===== src/rtl/core/tmf_pkg.sv =====
// Package for the timed message FIFO.
// Holds sizes, operation codes, controller state encoding and the
// command and status bundles shared by the controller and datapath.
package tmf_pkg;

	localparam int QUEUE_DEPTH = 3;
	localparam int TIME_BITS   = 48;

	localparam int IDX_W = (QUEUE_DEPTH > 1) ? $clog2(QUEUE_DEPTH) : 1;
	localparam int CNT_W = $clog2(QUEUE_DEPTH + 1);

	localparam int DUR_IN_W = 10;
	localparam int DUR_W    = 9;
	localparam int US_W     = 20;
	localparam int PROD_W   = DUR_W + US_W;

	localparam logic [DUR_W-1:0] DUR_MIN   = DUR_W'(1);
	localparam logic [DUR_W-1:0] DUR_MAX   = DUR_W'(300);
	localparam logic [US_W-1:0]  US_PER_S  = US_W'(1000000);

	localparam int TEXT_W  = 16;
	localparam int COLOR_W = 8;
	localparam int MODE_W  = 2;
	localparam int PAYLOAD_W = TEXT_W + 3 * COLOR_W + MODE_W;
	localparam int SLOT_W    = TIME_BITS + PAYLOAD_W;

	localparam logic [MODE_W-1:0] MODE_STATIC  = 2'd0;
	localparam logic [MODE_W-1:0] MODE_INVALID = 2'd3;

	typedef enum logic [1:0] {
		OP_PUSH  = 2'd0,
		OP_QUERY = 2'd1,
		OP_POP   = 2'd2,
		OP_NONE  = 2'd3
	} op_t;

	typedef enum logic [5:0] {
		ST_IDLE   = 6'b000001,
		ST_MUL    = 6'b000010,
		ST_WRITE  = 6'b000100,
		ST_READ   = 6'b001000,
		ST_CHECK  = 6'b010000,
		ST_FINISH = 6'b100000
	} state_t;

	typedef struct packed {
		logic latch;
		logic mul;
		logic write;
		logic advance;
		logic take;
		logic load_out;
	} cmd_t;

	typedef struct packed {
		op_t  op;
		logic empty;
		logic expired;
		logic out_free;
	} status_t;

endpackage


===== src/rtl/core/tmf_ram.sv =====
// Generic single-write, single-read RAM with a registered read port.
// Stands alone; used for the message slots of the timed message FIFO.
module tmf_ram #(
	parameter int WIDTH = 8,
	parameter int DEPTH = 4
) (
	input  logic                                      clk,
	input  logic                                      we,
	input  logic [((DEPTH > 1) ? $clog2(DEPTH) : 1)-1:0] waddr,
	input  logic [WIDTH-1:0]                          wdata,
	input  logic [((DEPTH > 1) ? $clog2(DEPTH) : 1)-1:0] raddr,
	output logic [WIDTH-1:0]                          rdata
);

	logic [WIDTH-1:0] mem_q [DEPTH];
	logic [WIDTH-1:0] rdata_q;

	always_ff @(posedge clk) begin
		if (we) begin
			mem_q[waddr] <= wdata;
		end
		rdata_q <= mem_q[raddr];
	end

	assign rdata = rdata_q;

endmodule


===== src/rtl/core/tmf_ctrl.sv =====
// Controller state machine of the timed message FIFO.
// Depends on tmf_pkg; drives commands to tmf_dp and reads its status.
module tmf_ctrl (
	input  logic             clk,
	input  logic             arst_n,
	input  logic             in_valid,
	input  logic [1:0]       op,
	output logic             in_stall,
	input  tmf_pkg::status_t sts,
	output tmf_pkg::cmd_t    cmd
);

	tmf_pkg::state_t state_q;
	tmf_pkg::state_t state_d;
	tmf_pkg::op_t    in_op;
	logic            accept;

	assign in_op    = tmf_pkg::op_t'(op);
	assign in_stall = (state_q != tmf_pkg::ST_IDLE);
	assign accept   = in_valid && !in_stall;

	always_comb begin
		state_d = state_q;
		cmd     = '0;
		case (state_q)
			tmf_pkg::ST_IDLE: begin
				if (accept) begin
					cmd.latch = 1'b1;
					case (in_op)
						tmf_pkg::OP_PUSH:  state_d = tmf_pkg::ST_MUL;
						tmf_pkg::OP_QUERY: state_d = tmf_pkg::ST_READ;
						tmf_pkg::OP_POP:   state_d = tmf_pkg::ST_READ;
						default:           state_d = tmf_pkg::ST_FINISH;
					endcase
				end
			end
			tmf_pkg::ST_MUL: begin
				cmd.mul = 1'b1;
				state_d = tmf_pkg::ST_WRITE;
			end
			tmf_pkg::ST_WRITE: begin
				cmd.write = 1'b1;
				state_d   = tmf_pkg::ST_FINISH;
			end
			tmf_pkg::ST_READ: begin
				state_d = tmf_pkg::ST_CHECK;
			end
			tmf_pkg::ST_CHECK: begin
				state_d = tmf_pkg::ST_FINISH;
				if (!sts.empty) begin
					if (sts.op == tmf_pkg::OP_POP) begin
						cmd.take    = 1'b1;
						cmd.advance = 1'b1;
					end else if (sts.expired) begin
						cmd.advance = 1'b1;
						state_d     = tmf_pkg::ST_READ;
					end
				end
			end
			tmf_pkg::ST_FINISH: begin
				if (sts.out_free) begin
					cmd.load_out = 1'b1;
					state_d      = tmf_pkg::ST_IDLE;
				end
			end
			default: begin
				state_d = tmf_pkg::ST_IDLE;
			end
		endcase
	end

	always_ff @(posedge clk or negedge arst_n) begin
		if (!arst_n) begin
			state_q <= tmf_pkg::ST_IDLE;
		end else begin
			state_q <= state_d;
		end
	end

endmodule


===== src/rtl/core/tmf_dp.sv =====
// Datapath of the timed message FIFO: input latch, expiry arithmetic,
// ring pointers, slot RAM and result register. Depends on tmf_pkg and tmf_ram.
module tmf_dp (
	input  logic                                clk,
	input  logic                                arst_n,
	input  tmf_pkg::cmd_t                       cmd,
	output tmf_pkg::status_t                    sts,
	input  logic [1:0]                          op,
	input  logic [tmf_pkg::TIME_BITS-1:0]       now_us,
	input  logic [tmf_pkg::DUR_IN_W-1:0]        duration_s,
	input  logic [tmf_pkg::COLOR_W-1:0]         color_red,
	input  logic [tmf_pkg::COLOR_W-1:0]         color_green,
	input  logic [tmf_pkg::COLOR_W-1:0]         color_blue,
	input  logic [tmf_pkg::MODE_W-1:0]          show_mode,
	input  logic [tmf_pkg::TEXT_W-1:0]          text_ref,
	output logic                                out_valid,
	input  logic                                out_stall,
	output logic                                dropped_oldest,
	output logic                                pending,
	output logic [1:0]                          queued_count,
	output logic                                entry_valid,
	output logic [tmf_pkg::TEXT_W-1:0]          out_text_ref,
	output logic [tmf_pkg::COLOR_W-1:0]         out_red,
	output logic [tmf_pkg::COLOR_W-1:0]         out_green,
	output logic [tmf_pkg::COLOR_W-1:0]         out_blue,
	output logic [tmf_pkg::MODE_W-1:0]          out_mode,
	output logic [tmf_pkg::TIME_BITS-1:0]       out_expiry_us
);

	localparam int IDX_W = tmf_pkg::IDX_W;
	localparam int CNT_W = tmf_pkg::CNT_W;
	localparam int TB    = tmf_pkg::TIME_BITS;
	localparam int PW    = tmf_pkg::PAYLOAD_W;
	localparam logic [IDX_W-1:0] LAST_IDX = IDX_W'(tmf_pkg::QUEUE_DEPTH - 1);
	localparam logic [CNT_W-1:0] FULL_CNT = CNT_W'(tmf_pkg::QUEUE_DEPTH);
	localparam logic [CNT_W:0]   DEPTH_SUM = (CNT_W+1)'(tmf_pkg::QUEUE_DEPTH);

	tmf_pkg::op_t                 op_q;
	logic [TB-1:0]                now_q;
	logic [tmf_pkg::DUR_W-1:0]    dur_q;
	logic [PW-1:0]                pl_q;
	logic [tmf_pkg::PROD_W-1:0]   prod_q;
	logic [IDX_W-1:0]             head_q;
	logic [CNT_W-1:0]             count_q;
	logic                         drop_q;
	logic                         valid_q;
	logic [PW-1:0]                pop_pl_q;
	logic [TB-1:0]                pop_exp_q;
	logic                         out_valid_q;
	logic                         out_drop_q;
	logic                         out_pend_q;
	logic [CNT_W-1:0]             out_cnt_q;
	logic                         out_entry_q;
	logic [PW-1:0]                out_pl_q;
	logic [TB-1:0]                out_exp_q;

	logic [tmf_pkg::DUR_W-1:0]    dur_clamp;
	logic [tmf_pkg::MODE_W-1:0]   mode_fix;
	logic [TB-1:0]                new_exp;
	logic [CNT_W:0]               tail_sum;
	logic [IDX_W-1:0]             tail_idx;
	logic [IDX_W-1:0]             head_next;
	logic                         full;
	logic [IDX_W-1:0]             waddr;
	logic [tmf_pkg::SLOT_W-1:0]   rdata;
	logic [TB-1:0]                rd_exp;
	logic [PW-1:0]                rd_pl;

	always_comb begin
		if (duration_s == '0) begin
			dur_clamp = tmf_pkg::DUR_MIN;
		end else if (duration_s > tmf_pkg::DUR_IN_W'(tmf_pkg::DUR_MAX)) begin
			dur_clamp = tmf_pkg::DUR_MAX;
		end else begin
			dur_clamp = duration_s[tmf_pkg::DUR_W-1:0];
		end
	end

	assign mode_fix  = (show_mode == tmf_pkg::MODE_INVALID) ? tmf_pkg::MODE_STATIC : show_mode;
	assign new_exp   = now_q + TB'(prod_q);
	assign full      = (count_q == FULL_CNT);
	assign tail_sum  = (CNT_W+1)'(head_q) + (CNT_W+1)'(count_q);
	assign tail_idx  = (tail_sum >= DEPTH_SUM) ? IDX_W'(tail_sum - DEPTH_SUM) : IDX_W'(tail_sum);
	assign head_next = (head_q == LAST_IDX) ? '0 : head_q + 1'b1;
	assign waddr     = full ? head_q : tail_idx;
	assign rd_exp    = rdata[tmf_pkg::SLOT_W-1 -: TB];
	assign rd_pl     = rdata[PW-1:0];

	tmf_ram #(
		.WIDTH (tmf_pkg::SLOT_W),
		.DEPTH (tmf_pkg::QUEUE_DEPTH)
	) u_slots (
		.clk   (clk),
		.we    (cmd.write),
		.waddr (waddr),
		.wdata ({new_exp, pl_q}),
		.raddr (head_q),
		.rdata (rdata)
	);

	assign sts.op       = op_q;
	assign sts.empty    = (count_q == '0);
	assign sts.expired  = (now_q >= rd_exp);
	assign sts.out_free = !out_valid_q || !out_stall;

	always_ff @(posedge clk) begin
		if (cmd.latch) begin
			op_q      <= tmf_pkg::op_t'(op);
			now_q     <= now_us;
			dur_q     <= dur_clamp;
			pl_q      <= {text_ref, color_red, color_green, color_blue, mode_fix};
			drop_q    <= 1'b0;
			valid_q   <= 1'b0;
			pop_pl_q  <= '0;
			pop_exp_q <= '0;
		end
		if (cmd.mul) begin
			prod_q <= tmf_pkg::PROD_W'(dur_q) * tmf_pkg::PROD_W'(tmf_pkg::US_PER_S);
		end
		if (cmd.write) begin
			drop_q <= full;
		end
		if (cmd.take) begin
			pop_pl_q  <= rd_pl;
			pop_exp_q <= rd_exp;
			valid_q   <= (now_q < rd_exp);
		end
		if (cmd.load_out) begin
			out_drop_q  <= drop_q;
			out_pend_q  <= (count_q != '0);
			out_cnt_q   <= count_q;
			out_entry_q <= valid_q;
			out_pl_q    <= pop_pl_q;
			out_exp_q   <= pop_exp_q;
		end
	end

	always_ff @(posedge clk or negedge arst_n) begin
		if (!arst_n) begin
			head_q      <= '0;
			count_q     <= '0;
			out_valid_q <= 1'b0;
		end else begin
			if (cmd.write) begin
				if (full) begin
					head_q <= head_next;
				end else begin
					count_q <= count_q + 1'b1;
				end
			end else if (cmd.advance) begin
				head_q  <= head_next;
				count_q <= count_q - 1'b1;
			end
			if (cmd.load_out) begin
				out_valid_q <= 1'b1;
			end else if (!out_stall) begin
				out_valid_q <= 1'b0;
			end
		end
	end

	assign out_valid      = out_valid_q;
	assign dropped_oldest = out_drop_q;
	assign pending        = out_pend_q;
	assign queued_count   = 2'(out_cnt_q);
	assign entry_valid    = out_entry_q;
	assign out_text_ref   = out_pl_q[PW-1 -: tmf_pkg::TEXT_W];
	assign out_red        = out_pl_q[3*tmf_pkg::COLOR_W+tmf_pkg::MODE_W-1 -: tmf_pkg::COLOR_W];
	assign out_green      = out_pl_q[2*tmf_pkg::COLOR_W+tmf_pkg::MODE_W-1 -: tmf_pkg::COLOR_W];
	assign out_blue       = out_pl_q[tmf_pkg::COLOR_W+tmf_pkg::MODE_W-1 -: tmf_pkg::COLOR_W];
	assign out_mode       = out_pl_q[tmf_pkg::MODE_W-1:0];
	assign out_expiry_us  = out_exp_q;

endmodule


===== src/rtl/core/timed_message_fifo.sv =====
// Top level of the timed message FIFO.
// Depends on tmf_pkg, tmf_ctrl and tmf_dp.
//
//  channel  handshake            words carried
//  in       in_valid / in_stall  op, now_us, duration_s, color_*, show_mode, text_ref
//  out      out_valid / out_stall dropped_oldest, pending, queued_count, entry_valid, out_*
//
// A push passes the MUL, WRITE and FINISH states before the next acceptance; a pop READ, CHECK
// and FINISH; an unused op only FINISH. A query repeats READ and CHECK for each expired head it
// drops (at most 3), since each head needs one slot RAM read and one compare.
// The reset clears the ring pointers and the controller; the slot RAM is not cleared.
// A word is accepted while a finished result still waits on a stalled output.
module timed_message_fifo (
	input  logic                          clk,
	input  logic                          arst_n,
	input  logic                          in_valid,
	output logic                          in_stall,
	input  logic [1:0]                    op,
	input  logic [tmf_pkg::TIME_BITS-1:0] now_us,
	input  logic [tmf_pkg::DUR_IN_W-1:0]  duration_s,
	input  logic [tmf_pkg::COLOR_W-1:0]   color_red,
	input  logic [tmf_pkg::COLOR_W-1:0]   color_green,
	input  logic [tmf_pkg::COLOR_W-1:0]   color_blue,
	input  logic [tmf_pkg::MODE_W-1:0]    show_mode,
	input  logic [tmf_pkg::TEXT_W-1:0]    text_ref,
	output logic                          out_valid,
	input  logic                          out_stall,
	output logic                          dropped_oldest,
	output logic                          pending,
	output logic [1:0]                    queued_count,
	output logic                          entry_valid,
	output logic [tmf_pkg::TEXT_W-1:0]    out_text_ref,
	output logic [tmf_pkg::COLOR_W-1:0]   out_red,
	output logic [tmf_pkg::COLOR_W-1:0]   out_green,
	output logic [tmf_pkg::COLOR_W-1:0]   out_blue,
	output logic [tmf_pkg::MODE_W-1:0]    out_mode,
	output logic [tmf_pkg::TIME_BITS-1:0] out_expiry_us
);

	tmf_pkg::cmd_t    cmd;
	tmf_pkg::status_t sts;

	tmf_ctrl u_ctrl (
		.clk      (clk),
		.arst_n   (arst_n),
		.in_valid (in_valid),
		.op       (op),
		.in_stall (in_stall),
		.sts      (sts),
		.cmd      (cmd)
	);

	tmf_dp u_dp (
		.clk            (clk),
		.arst_n         (arst_n),
		.cmd            (cmd),
		.sts            (sts),
		.op             (op),
		.now_us         (now_us),
		.duration_s     (duration_s),
		.color_red      (color_red),
		.color_green    (color_green),
		.color_blue     (color_blue),
		.show_mode      (show_mode),
		.text_ref       (text_ref),
		.out_valid      (out_valid),
		.out_stall      (out_stall),
		.dropped_oldest (dropped_oldest),
		.pending        (pending),
		.queued_count   (queued_count),
		.entry_valid    (entry_valid),
		.out_text_ref   (out_text_ref),
		.out_red        (out_red),
		.out_green      (out_green),
		.out_blue       (out_blue),
		.out_mode       (out_mode),
		.out_expiry_us  (out_expiry_us)
	);

endmodule


===== config.mk =====
export PLATFORM = sky130hd
export DESIGN_NAME = timed_message_fifo
export DESIGN_NICKNAME = d
export VERILOG_FILES = /design/src/rtl/core/tmf_pkg.sv /design/src/rtl/core/tmf_ram.sv /design/src/rtl/core/tmf_ctrl.sv /design/src/rtl/core/tmf_dp.sv /design/src/rtl/core/timed_message_fifo.sv
export SDC_FILE = /design/constraint.sdc
export NUM_CORES = 1
export LEC_CHECK = 0
export ABC_CLOCK_PERIOD_IN_PS = 24600
export BUFFER_PORTS_ARGS = -buffer_cell sky130_fd_sc_hd__buf_2
export CORE_ASPECT_RATIO = 1.1
export CORE_MARGIN = 2
export CORE_UTILIZATION = 40
export DETAILED_ROUTE_END_ITERATION = 6
export PLACE_DENSITY_LB_ADDON = 0.15
export SETUP_SLACK_MARGIN = 0.05
export SLEW_MARGIN = 10
export SYNTH_ARGS = -nofsm -noshare
export SYNTH_HDL_FRONTEND = slang
export SYNTH_HIERARCHICAL = 1
export SYNTH_SLANG_ARGS = --single-unit

===== constraint.sdc =====
create_clock -name clk -period 24.6 [get_ports clk]
set_input_delay 1.23 -clock clk [delete_from_list [all_inputs] [get_ports clk]]
set_output_delay 1.23 -clock clk [all_outputs]
set_load 0.02 [all_outputs]

======== Yosys cells after proc, flatten, opt, wreduce, memory -nomap -nowiden ========
Memories as Yosys holds them, arrays and structs flattened. A register that Yosys moved wholly into a read port is not among the register bits.
Index checks and enable logic that the tools add are counted.
storage, ports and cells
  word-level logic and storage cells ...... 107
  memories kept ........................... 1
  bits in writable memories ............... 270
  output and inout bits ................... 97
  bits in registers ....................... 322
memories
  name                depth  width  read ports  clocked after Yosys merged registers in  wr ports  RTL line       text
  u_dp.u_slots.mem_q  3      90     1           1                                        1         tmf_ram.sv:15  logic [WIDTH-1:0] mem_q [DEPTH];
cells by class
  reduce and logical (&&, ||, !) cells .... 17
  $mul .................................... 1
  eq/ne operators ......................... 18
  add/subtract/negate cells ............... 6
  multiplexer cells ....................... 39
  magnitude comparators ................... 4
operator list
  cell                                                    number
  two-way mux 48 bit                                      2
  two-way mux 42 bit                                      2
  adder 48 x 29 -> 48 bit                                 1
  >= comparator 48 bit                                    1
  < comparator 48 bit                                     1
  one-hot mux 6 bit (6 select lines)                      1
  two-way mux 6 bit                                       5
  multiplier 9 x 14 -> 23 bit (second input constant)     1
  two-way mux 2 bit                                       11
  two-way mux 1 bit                                       16
  one-hot mux 6 bit (2 select lines)                      1
  equality test 2 bit (second input constant)             5
  > comparator 10 x 9 -> 1 bit (second input constant)    1
  zero test 10 bit                                        1
  two-way mux 9 bit                                       1
  nonzero test 2 bit                                      4
  equality test 6 x 1 -> 1 bit (second input constant)    1
  equality test 6 x 2 -> 1 bit (second input constant)    1
  equality test 6 x 3 -> 1 bit (second input constant)    1
  equality test 6 x 4 -> 1 bit (second input constant)    1
  equality test 6 x 5 -> 1 bit (second input constant)    1
  equality test 6 bit (second input constant)             1
  inequality test 2 x 1 -> 1 bit (second input constant)  3
  inequality test 6 x 1 -> 1 bit (second input constant)  1
  13 further kinds                                        21

======== Longest topological paths before layout ========
Gate-level depths: netlist (run 1).
  depth in word-level cells ............... 7
  gate-level depth with buffers ........... 16

======== Cells and area by module ========
Netlist (run 1), hierarchy kept.
by module, submodules not included
  module    area an instance (sq um)  times used  cells each  seq. area each (sq um)
  tmf_dp    15352.2                   1           1107        9464.1
  tmf_ram   11918.9                   1           663         9909.5
  tmf_ctrl  459.2                     1           48          151.4

======== Least setup slack after synthesis (run 1) ========
OpenSTA, ideal clock, no wires.
  kind .................................... register -> register
  from .................................... register u_dp.head_q[0]
  to ...................................... memory u_dp/u_slots/mem_q[0][0] (netlist name) (enable)
  clock period less this slack ............ 9.106 ns
  cell stages (with the launch flop) ...... 10
  path slack .............................. 15.494 ns
  data arrival time ....................... 8.439 ns
  required time ........................... 23.933 ns
  cells stage by stage .................... dfrtp_1 -> ha_1 -> inv_1 -> fa_1 -> inv_1 -> ha_1 -> nor3b_1 -> a21oi_1 -> mux2_2 -> nor3b_1
on the way
  cells in the longest elaborated chain, start to end .. 4
ends and longest elaborated chain
  what                                                                     RTL line       text
  start: declaration                                                       tmf_dp.sv:43   logic [IDX_W-1:0] head_q;
  start signal: assignment                                                 tmf_dp.sv:146  head_q <= head_next;
  start signal: assignment                                                 tmf_dp.sv:151  head_q <= head_next;
  adder 2 x 2 -> 3 bit                                                     tmf_dp.sv:82   assign tail_sum = (CNT_W+1)'(head_q) + (CNT_W+1)'(count_q);
  >= comparator 3 x 2 -> 1 bit / subtractor 2 bit (equally long branches)  tmf_dp.sv:83   assign tail_idx = (tail_sum >= DEPTH_SUM) ? IDX_W'(tail_sum - DEPTH_SUM) : IDX_W'(tail_sum);
  two-way mux 2 bit                                                        tmf_dp.sv:83
  two-way mux 2 bit (*)                                                    tmf_dp.sv:85   assign waddr = full ? head_q : tail_idx;
  named net u_dp.waddr[0]                                                  tmf_dp.sv:64   logic [IDX_W-1:0] waddr;
  end: declaration                                                         tmf_ram.sv:15
The timed path passes the listed nets; every way through them passes the cells marked *.

======== Final worst setup path (run 1) ========
  from .................................... register u_dp.head_q[1]
  to ...................................... memory u_dp/u_slots/mem_q[2][74] (netlist name) (enable)
on the way
  cells in the longest elaborated chain, start to end .. 4
ends and longest elaborated chain
  what                          RTL line
  adder 2 x 2 -> 3 bit          tmf_dp.sv:82
  >= comparator 3 x 2 -> 1 bit  tmf_dp.sv:83
  two-way mux 2 bit             tmf_dp.sv:83
  two-way mux 2 bit             tmf_dp.sv:85
  named net u_dp.waddr[0]       tmf_dp.sv:64
The timed path passes the listed nets, and every way through them passes these cells.

==> impl_metrics.json, run 1 <==
{
  "syn2layout_area_growth_pct": 15.7,
  "grt_overflow": 0,
  "drc": 0,
  "finalHoldViolations": 0,
  "worstPathArrival_ps": 4920,
  "clock_latency_ps": 600,
  "path_clk_slew_ps": 60,
  "wl_mm": 55.7,
  "whs_path_depth": 0,
  "comb_power_share": 0.308,
  "relSlewSlack": 0.220,
  "cp-end-kind": "register",
  "power.density_nw_per_um2": 126,
  "worst_pin_slew_ps": 1170,
  "power.leakage_nw": 12.0,
  "hold_class": "register to register",
  "clkPwrFrac": 0.272,
  "grt_max_degree": 97,
  "clock_skew_ps": 14.2,
  "async_flop_share": 0.0161,
  "grt_pass1_vias": 15100,
  "max-vdd-ir-drop_uv": 109,
  "yosysTopAreaCell": "edfxtp_1",
  "die_area_um2": 71500,
  "synth_cell_types": 78,
  "fmax_ghz": 0.213,
  "tns_ps": 0,
  "synthCells": 1818,
  "cts.path.max_buffers": 3,
  "io_buffers": 202,
  "drt_iter0_drc": 918,
  "post-place-cells": 2907,
  "hold_buffers": 0,
  "cts_root_buf": "clkbuf_16",
  "synth_edf_count": 581,
  "fillers": 5997,
  "synth_flop_cell": "edfxtp_1",
  "io_pins": 203,
  "synth_nets": 2082,
  "diodes": 0,
  "ys_warn_count": 6,
  "avgViaCountPerCell": 4.86,
  "num_vias": 14800,
  "start_util": 0.403,
  "layout.cells.non_filler": 3041,
  "layout-drive-gt1-share": 0.172,
  "rows": 101,
  "wl_per_cell_um": 18.3,
  "cts_buffers": 73,
  "power_switching_share": 0.322,
  "post-cts-setup-buffers": 0,
  "final_net_count": 2319,
  "cp_max_fo": 87,
  "dr.pass1.iters": 5,
  "track_usage": 0.158,
  "start_kind": "register",
  "place_congestion": 0.818,
  "synth_seq_cells": 682,
  "cts_tree": "built",
  "ctsResizeCount": 0,
  "fin_crit_ps": 4690,
  "final-max-slew-violation-count": 0,
  "chipWidth_um": 255,
  "crit_type": "register to register",
  "core_area_um2": 68900,
  "power_switching_w": 0.00130,
  "cp.required_ps": 24830,
  "synth_top_area_frac": 0.629,
  "hold_slack_ps": 415,
  "finalSetupViolations": 0,
  "grt_setup_unrepaired": "false",
  "syn_avg_cell_area_um2": 15.3,
  "cts.sinks": 682,
  "timing.final.crit_share": 0.191,
  "ant_nets": 0,
  "seq_power_share": 0.420,
  "multi_input_area_um2": 7420,
  "reg2regPathDepth": 9,
  "synth_area_um2": 27700,
  "status": "completed",
  "regArea_um2": 19500,
  "htreeDepth": 3,
  "netlist_top_cells_area": "edfxtp_1, dfxtp_1, ha_1, mux2i_1, and2_1",
  "synth_seq_area_share": 0.704,
  "die_y_um": 280,
  "internal-power_w": 0.00274,
  "dpl.hpwl_mm": 37.4,
  "antenna_found_initial": 0,
  "grt_pass1_wl_mm": 85.7,
  "maxCapViolCount": 0
}
-- flip-flops by register name, indices dropped and copies added (netlist names) --
register / count
u_dp/pop_exp_q: 48
u_dp/u_slots/mem_q: 270
u_dp/out_valid: 1
u_dp/out_expiry_us: 48
u_dp/pl_q: 42
u_dp/drop_q: 1
u_dp/entry_valid: 1
u_dp/count_q: 2
u_dp/prod_q: 23
u_dp/op_q: 2
u_dp/pop_pl_q: 42
u_dp/now_q: 48
u_dp/dropped_oldest: 1
u_dp/pending: 1
u_ctrl/state_q: 6
u_dp/u_slots/rdata: 90
u_dp/dur_q: 9
u_dp/valid_q: 1
u_dp/out_pl_q: 42
u_dp/head_q: 2
u_dp/queued_count: 2
-- critical path, cell delays in order, from the launching register on --
cell	delay [ps]
dfrtp_4	1000
inv_1	240
fa_1	600
inv_1	50
ha_1	180
nor3b_1	240
a21oi_1	70
mux2_2	310
and3b_4	890
buf_4	660
-- placed cells by master, fill, tap and decap left out, types with 34 or more instances in the layout --
cell and n:
dfxtp_1 90, nand2_1 126, ha_1 135, clkbuf_16 74, mux2i_1 92, o21ai_1 91, edfxtp_1 581, inv_1 116
buf_2 202, a21oi_1 48, nor2_1 34, and2_1 96
-- per-stage QoR --
stage                     cell area [um^2]   util  setup slack [ps]  power [W]
after floorplan                      27700      -             15490    0.00265
after CTS                            32100  0.466             19790    0.00410
after detailed placement             29600  0.430             19820    0.00298
after global placement               29600  0.430             19890    0.00295
final                                32100  0.466             19910    0.00404
after global routing                 32100  0.466             19540    0.00432
-- metal layers --
metal | track usage | part of all wire | up-vias | routed length (um)
met4 | 0.0561 | 0.024 | 0 | 1360
met5 | 0 | 0 | - | 0
met3 | 0.0282 | 0.051 | 84 | 2820
met2 | 0.264 | 0.49 | 349 | 27100
met1 | 0.207 | 0.44 | 7184 | 24300
li1 | - | - | 7174 | -
-- synth_stat cells, types with 7 or more instances --
cell type and n:
inv_1 116, nor3_1 21, dfxtp_1 90, clkbuf_1 25, o21ai_0 25, a21o_1 31, buf_12 10, edfxtp_1 581
ha_1 135, a211oi_1 7, xor2_1 24, buf_2 15, nand2b_1 10, fa_1 23, nor4_1 10, and3_1 7
xnor2_1 29, nor2b_1 17, nand4_1 14, o21ai_1 91, dfrtp_1 10, nand3_1 19, nor2_1 35, and2_1 96
o21bai_1 7, a21oi_1 48, nand2_1 126, mux2i_1 92
-- cell families after synthesis --
kind of cell,count (synthesis),share of synthesized area
fa+ha+maj,158,0.0775
simple gates,394,0.0758
compound gates,269,0.0623
flops,682,0.704
buf+inv,168,0.0296
xor+xnor,53,0.0167
mux,94,0.0340
-- worst paths after layout --
check / start / endpoint / slack [ps]
setup / recovery: u_dp/head_q[1] / u_dp/u_slots/mem_q[2][74] / 19910
hold / removal: u_dp/pop_pl_q[15] / u_dp/out_pl_q[15] / 420
setup reg to reg: u_dp/head_q[1] / u_dp/u_slots/mem_q[2][74] / 19910
hold reg to reg: u_dp/pop_pl_q[15] / u_dp/out_pl_q[15] / 420
max in group asynchronous: arst_n / u_ctrl/state_q[0] / 23830
min in group asynchronous: arst_n / u_ctrl/state_q[3] / 500
-- cell type report --
type | count | share of cell area
flip-flops and latches | 682 | 0.609
multi-input cells | 968 | 0.231
clock buffers | 94 | 0.0613
well taps | 927 | 0.0362
repair buffers | 214 | 0.0343
clock inverters | 40 | 0.0145
inverters | 116 | 0.0136
-- power groups by stage --
stage | combinational [W] | sequential [W] | clock, W
finish | 0.00125 | 0.00170 | 0.00110
global route | 0.00142 | 0.00172 | 0.00118
CTS | 0.00126 | 0.00170 | 0.00114
detailed placement | 0.00125 | 0.00173 | 0
global placement | 0.00123 | 0.00172 | 0
floorplan | 0.000971 | 0.00168 | 0
(Power assumes the default switching activity.)
==> run 2, diff against run 1 <==
--- a/config.mk
+++ b/config.mk
@@ -5,7 +5,7 @@
 export SDC_FILE = /design/constraint.sdc
 export NUM_CORES = 1
 export LEC_CHECK = 0
-export ABC_CLOCK_PERIOD_IN_PS = 24600
+export ABC_CLOCK_PERIOD_IN_PS = 4560
 export BUFFER_PORTS_ARGS = -buffer_cell sky130_fd_sc_hd__buf_2
 export CORE_ASPECT_RATIO = 1.1
 export CORE_MARGIN = 2
==> constraint.sdc (replaced) <==
create_clock -name clk -period 4.56 [get_ports clk]
set_input_delay 0.228 -clock clk [delete_from_list [all_inputs] [get_ports clk]]
set_output_delay 0.228 -clock clk [all_outputs]
set_load 0.02 [all_outputs]
==> impl_metrics.json, run 2 (synthesis gave the netlist of run 1 again) <==
{
  "fmax_ghz": 0.239,
  "final-max-slew-violation-count": 0,
  "fillers": 5954,
  "fin_crit_ps": 4180,
  "wl_mm": 57.8,
  "layout.cells.non_filler": 3158,
  "cp.required_ps": 4920,
  "clock_latency_ps": 610,
  "cp_max_fo": 7,
  "drc": 0,
  "status": "completed",
  "hold_slack_ps": 65.0,
  "worstPathArrival_ps": 4540,
  "largest_reg_flops": 270,
  "worst_pin_slew_ps": 1010,
  "final_net_count": 2436,
  "utilization": 0.483,
  "grt_pass1_vias": 15600,
  "timing.final.crit_share": 0.917,
  "drt_iter0_drc": 799,
  "die_area_um2": 71500,
  "hold_class": "input port to async pin",
  "finalHoldViolations": 0,
  "pre_cts_ws_ps": 232,
  "avgViaCountPerCell": 4.80,
  "cts_root_buf": "clkbuf_16",
  "start_util": 0.403,
  "finalSetupViolations": 0,
  "regMostFlops": "u_dp/u_slots/mem_q",
  "rows": 101,
  "clock_skew_ps": 24.6,
  "power.density_nw_per_um2": 658,
  "grt_max_degree": 103,
  "start_kind": "register",
  "path_clk_slew_ps": 60,
  "diodes": 0,
  "layout_commonest_cell": "edfxtp_1",
  "maxCapViolCount": 0,
  "grt_pass1_wl_mm": 88.3,
  "crit_type": "register to register",
  "grt_setup_unrepaired": "false",
  "post-place-cells": 2914,
  "track_usage": 0.163,
  "dpl.hpwl_mm": 36.4,
  "num_vias": 15100,
  "core_area_um2": 68900,
  "cp-end-kind": "register",
  "cts_tree": "built",
  "wl_per_cell_um": 18.3,
  "place_congestion": 0.822,
  "io_buffers": 202,
  "htreeDepth": 3,
  "cts.path.max_buffers": 3,
  "relSlewSlack": 0.323,
  "ant_nets": 0,
  "chipWidth_um": 255,
  "cts_buffers": 73,
  "syn2layout_area_growth_pct": 19.9,
  "layout-drive-gt1-share": 0.171,
  "max-vdd-ir-drop_uv": 575,
  "io_pins": 203,
  "antenna_found_initial": 0,
  "die_y_um": 280,
  "cts.sinks": 682,
  "layout_common_cells": "edfxtp_1, buf_2, ha_1",
  "fin_ws_ps": 379,
  "power.leakage_nw": 12.5,
  "dr.pass1.iters": 5,
  "grt_overflow": 0
}
run 2: changes by cell type in the layout (fill, tap and decap cells not counted), sizes merged:
cell | previous run | this run
dlygate4sd3 | 0 | 105
buf | 214 | 226
inv | 118 | 122
clkinvlp | 6 | 2
bufinv | 8 | 4
clkbuf | 94 | 99
clkinv | 24 | 23
run 2: worst paths after layout:
check / start / endpoint / slack [ps] / cells after the start
max in group asynchronous: arst_n / u_ctrl/state_q[0] / 4220 / 2
worst min register to register: u_dp/pop_exp_q[6] / u_dp/out_expiry_us[6] / 410 / 0
worst max register to register: u_dp/dur_q[5] / u_dp/prod_q[28] / 380 / 14
worst min-delay path: arst_n / u_ctrl/state_q[1] / 60 / 2
worst max-delay path: u_dp/dur_q[5] / u_dp/prod_q[28] / 380 / 14
min in group clk: duration_s[0] / u_dp/dur_q[0] / 80 / 3
run 2: critical path: stages (launching register included):
cell and delay [ps]:
edfxtp_1 530, fa_1 520, ha_1 290, inv_1 50, fa_1 500, fa_1 540, inv_1 40, ha_1 390
nand4_1 110, nor2_1 160, nand2_1 90, nor3_2 210, o41ai_2 120, buf_4 150, a211o_1 240
run 2: timing repair:
action	in CTS	in global routing
endpoints found under the hold margin	113	0
endpoints found under the setup margin	0	2
buffers inserted	0	5
resized for setup	0	2
hold buffers	105	0
run 2: per-stage QoR:
step / total power, W / cell area, um^2 / setup TNS (ps)
after floorplan: 0.0143 / 27800 / -1030
after global placement: 0.0160 / 29800 / 0
after detailed placement: 0.0161 / 29800 / 0
after CTS: 0.0221 / 33200 / 0
after global routing: 0.0234 / 33300 / 0
final: 0.0219 / 33300 / 0
run 2: cell type report:
cell class                      instances  area [um^2]  share of cell area
Tap cell                              927         1160              0.0349
Clock buffer                           99         2030              0.0609
Inverter                              116          438              0.0132
Multi-Input combinational cell        968         7450               0.224
Sequential cell                       682        19500               0.587
Timing Repair Buffer                  331         2330              0.0701
Clock inverter                         35          317             0.00952
run 2: layer usage:
layer / up-vias / GRT usage / routed length (um)
li1: 7410 / - / -
met1: 7346 / 0.206 / 25200
met2: 307 / 0.286 / 28900
met3: 86 / 0.0277 / 2490
met4: 0 / 0.0514 / 1190
met5: - / 0 / 0
run 2: report_power, final:
part | switching [W] | total (W) | leakage (nW) | internal [W]
clock | 0.00241 | 0.00578 | 1.16 | 0.00337
sequential | 0.000520 | 0.00900 | 6.23 | 0.00848
combinational | 0.00414 | 0.00710 | 5.09 | 0.00296
total | 0.00707 | 0.0219 | 12.5 | 0.0148
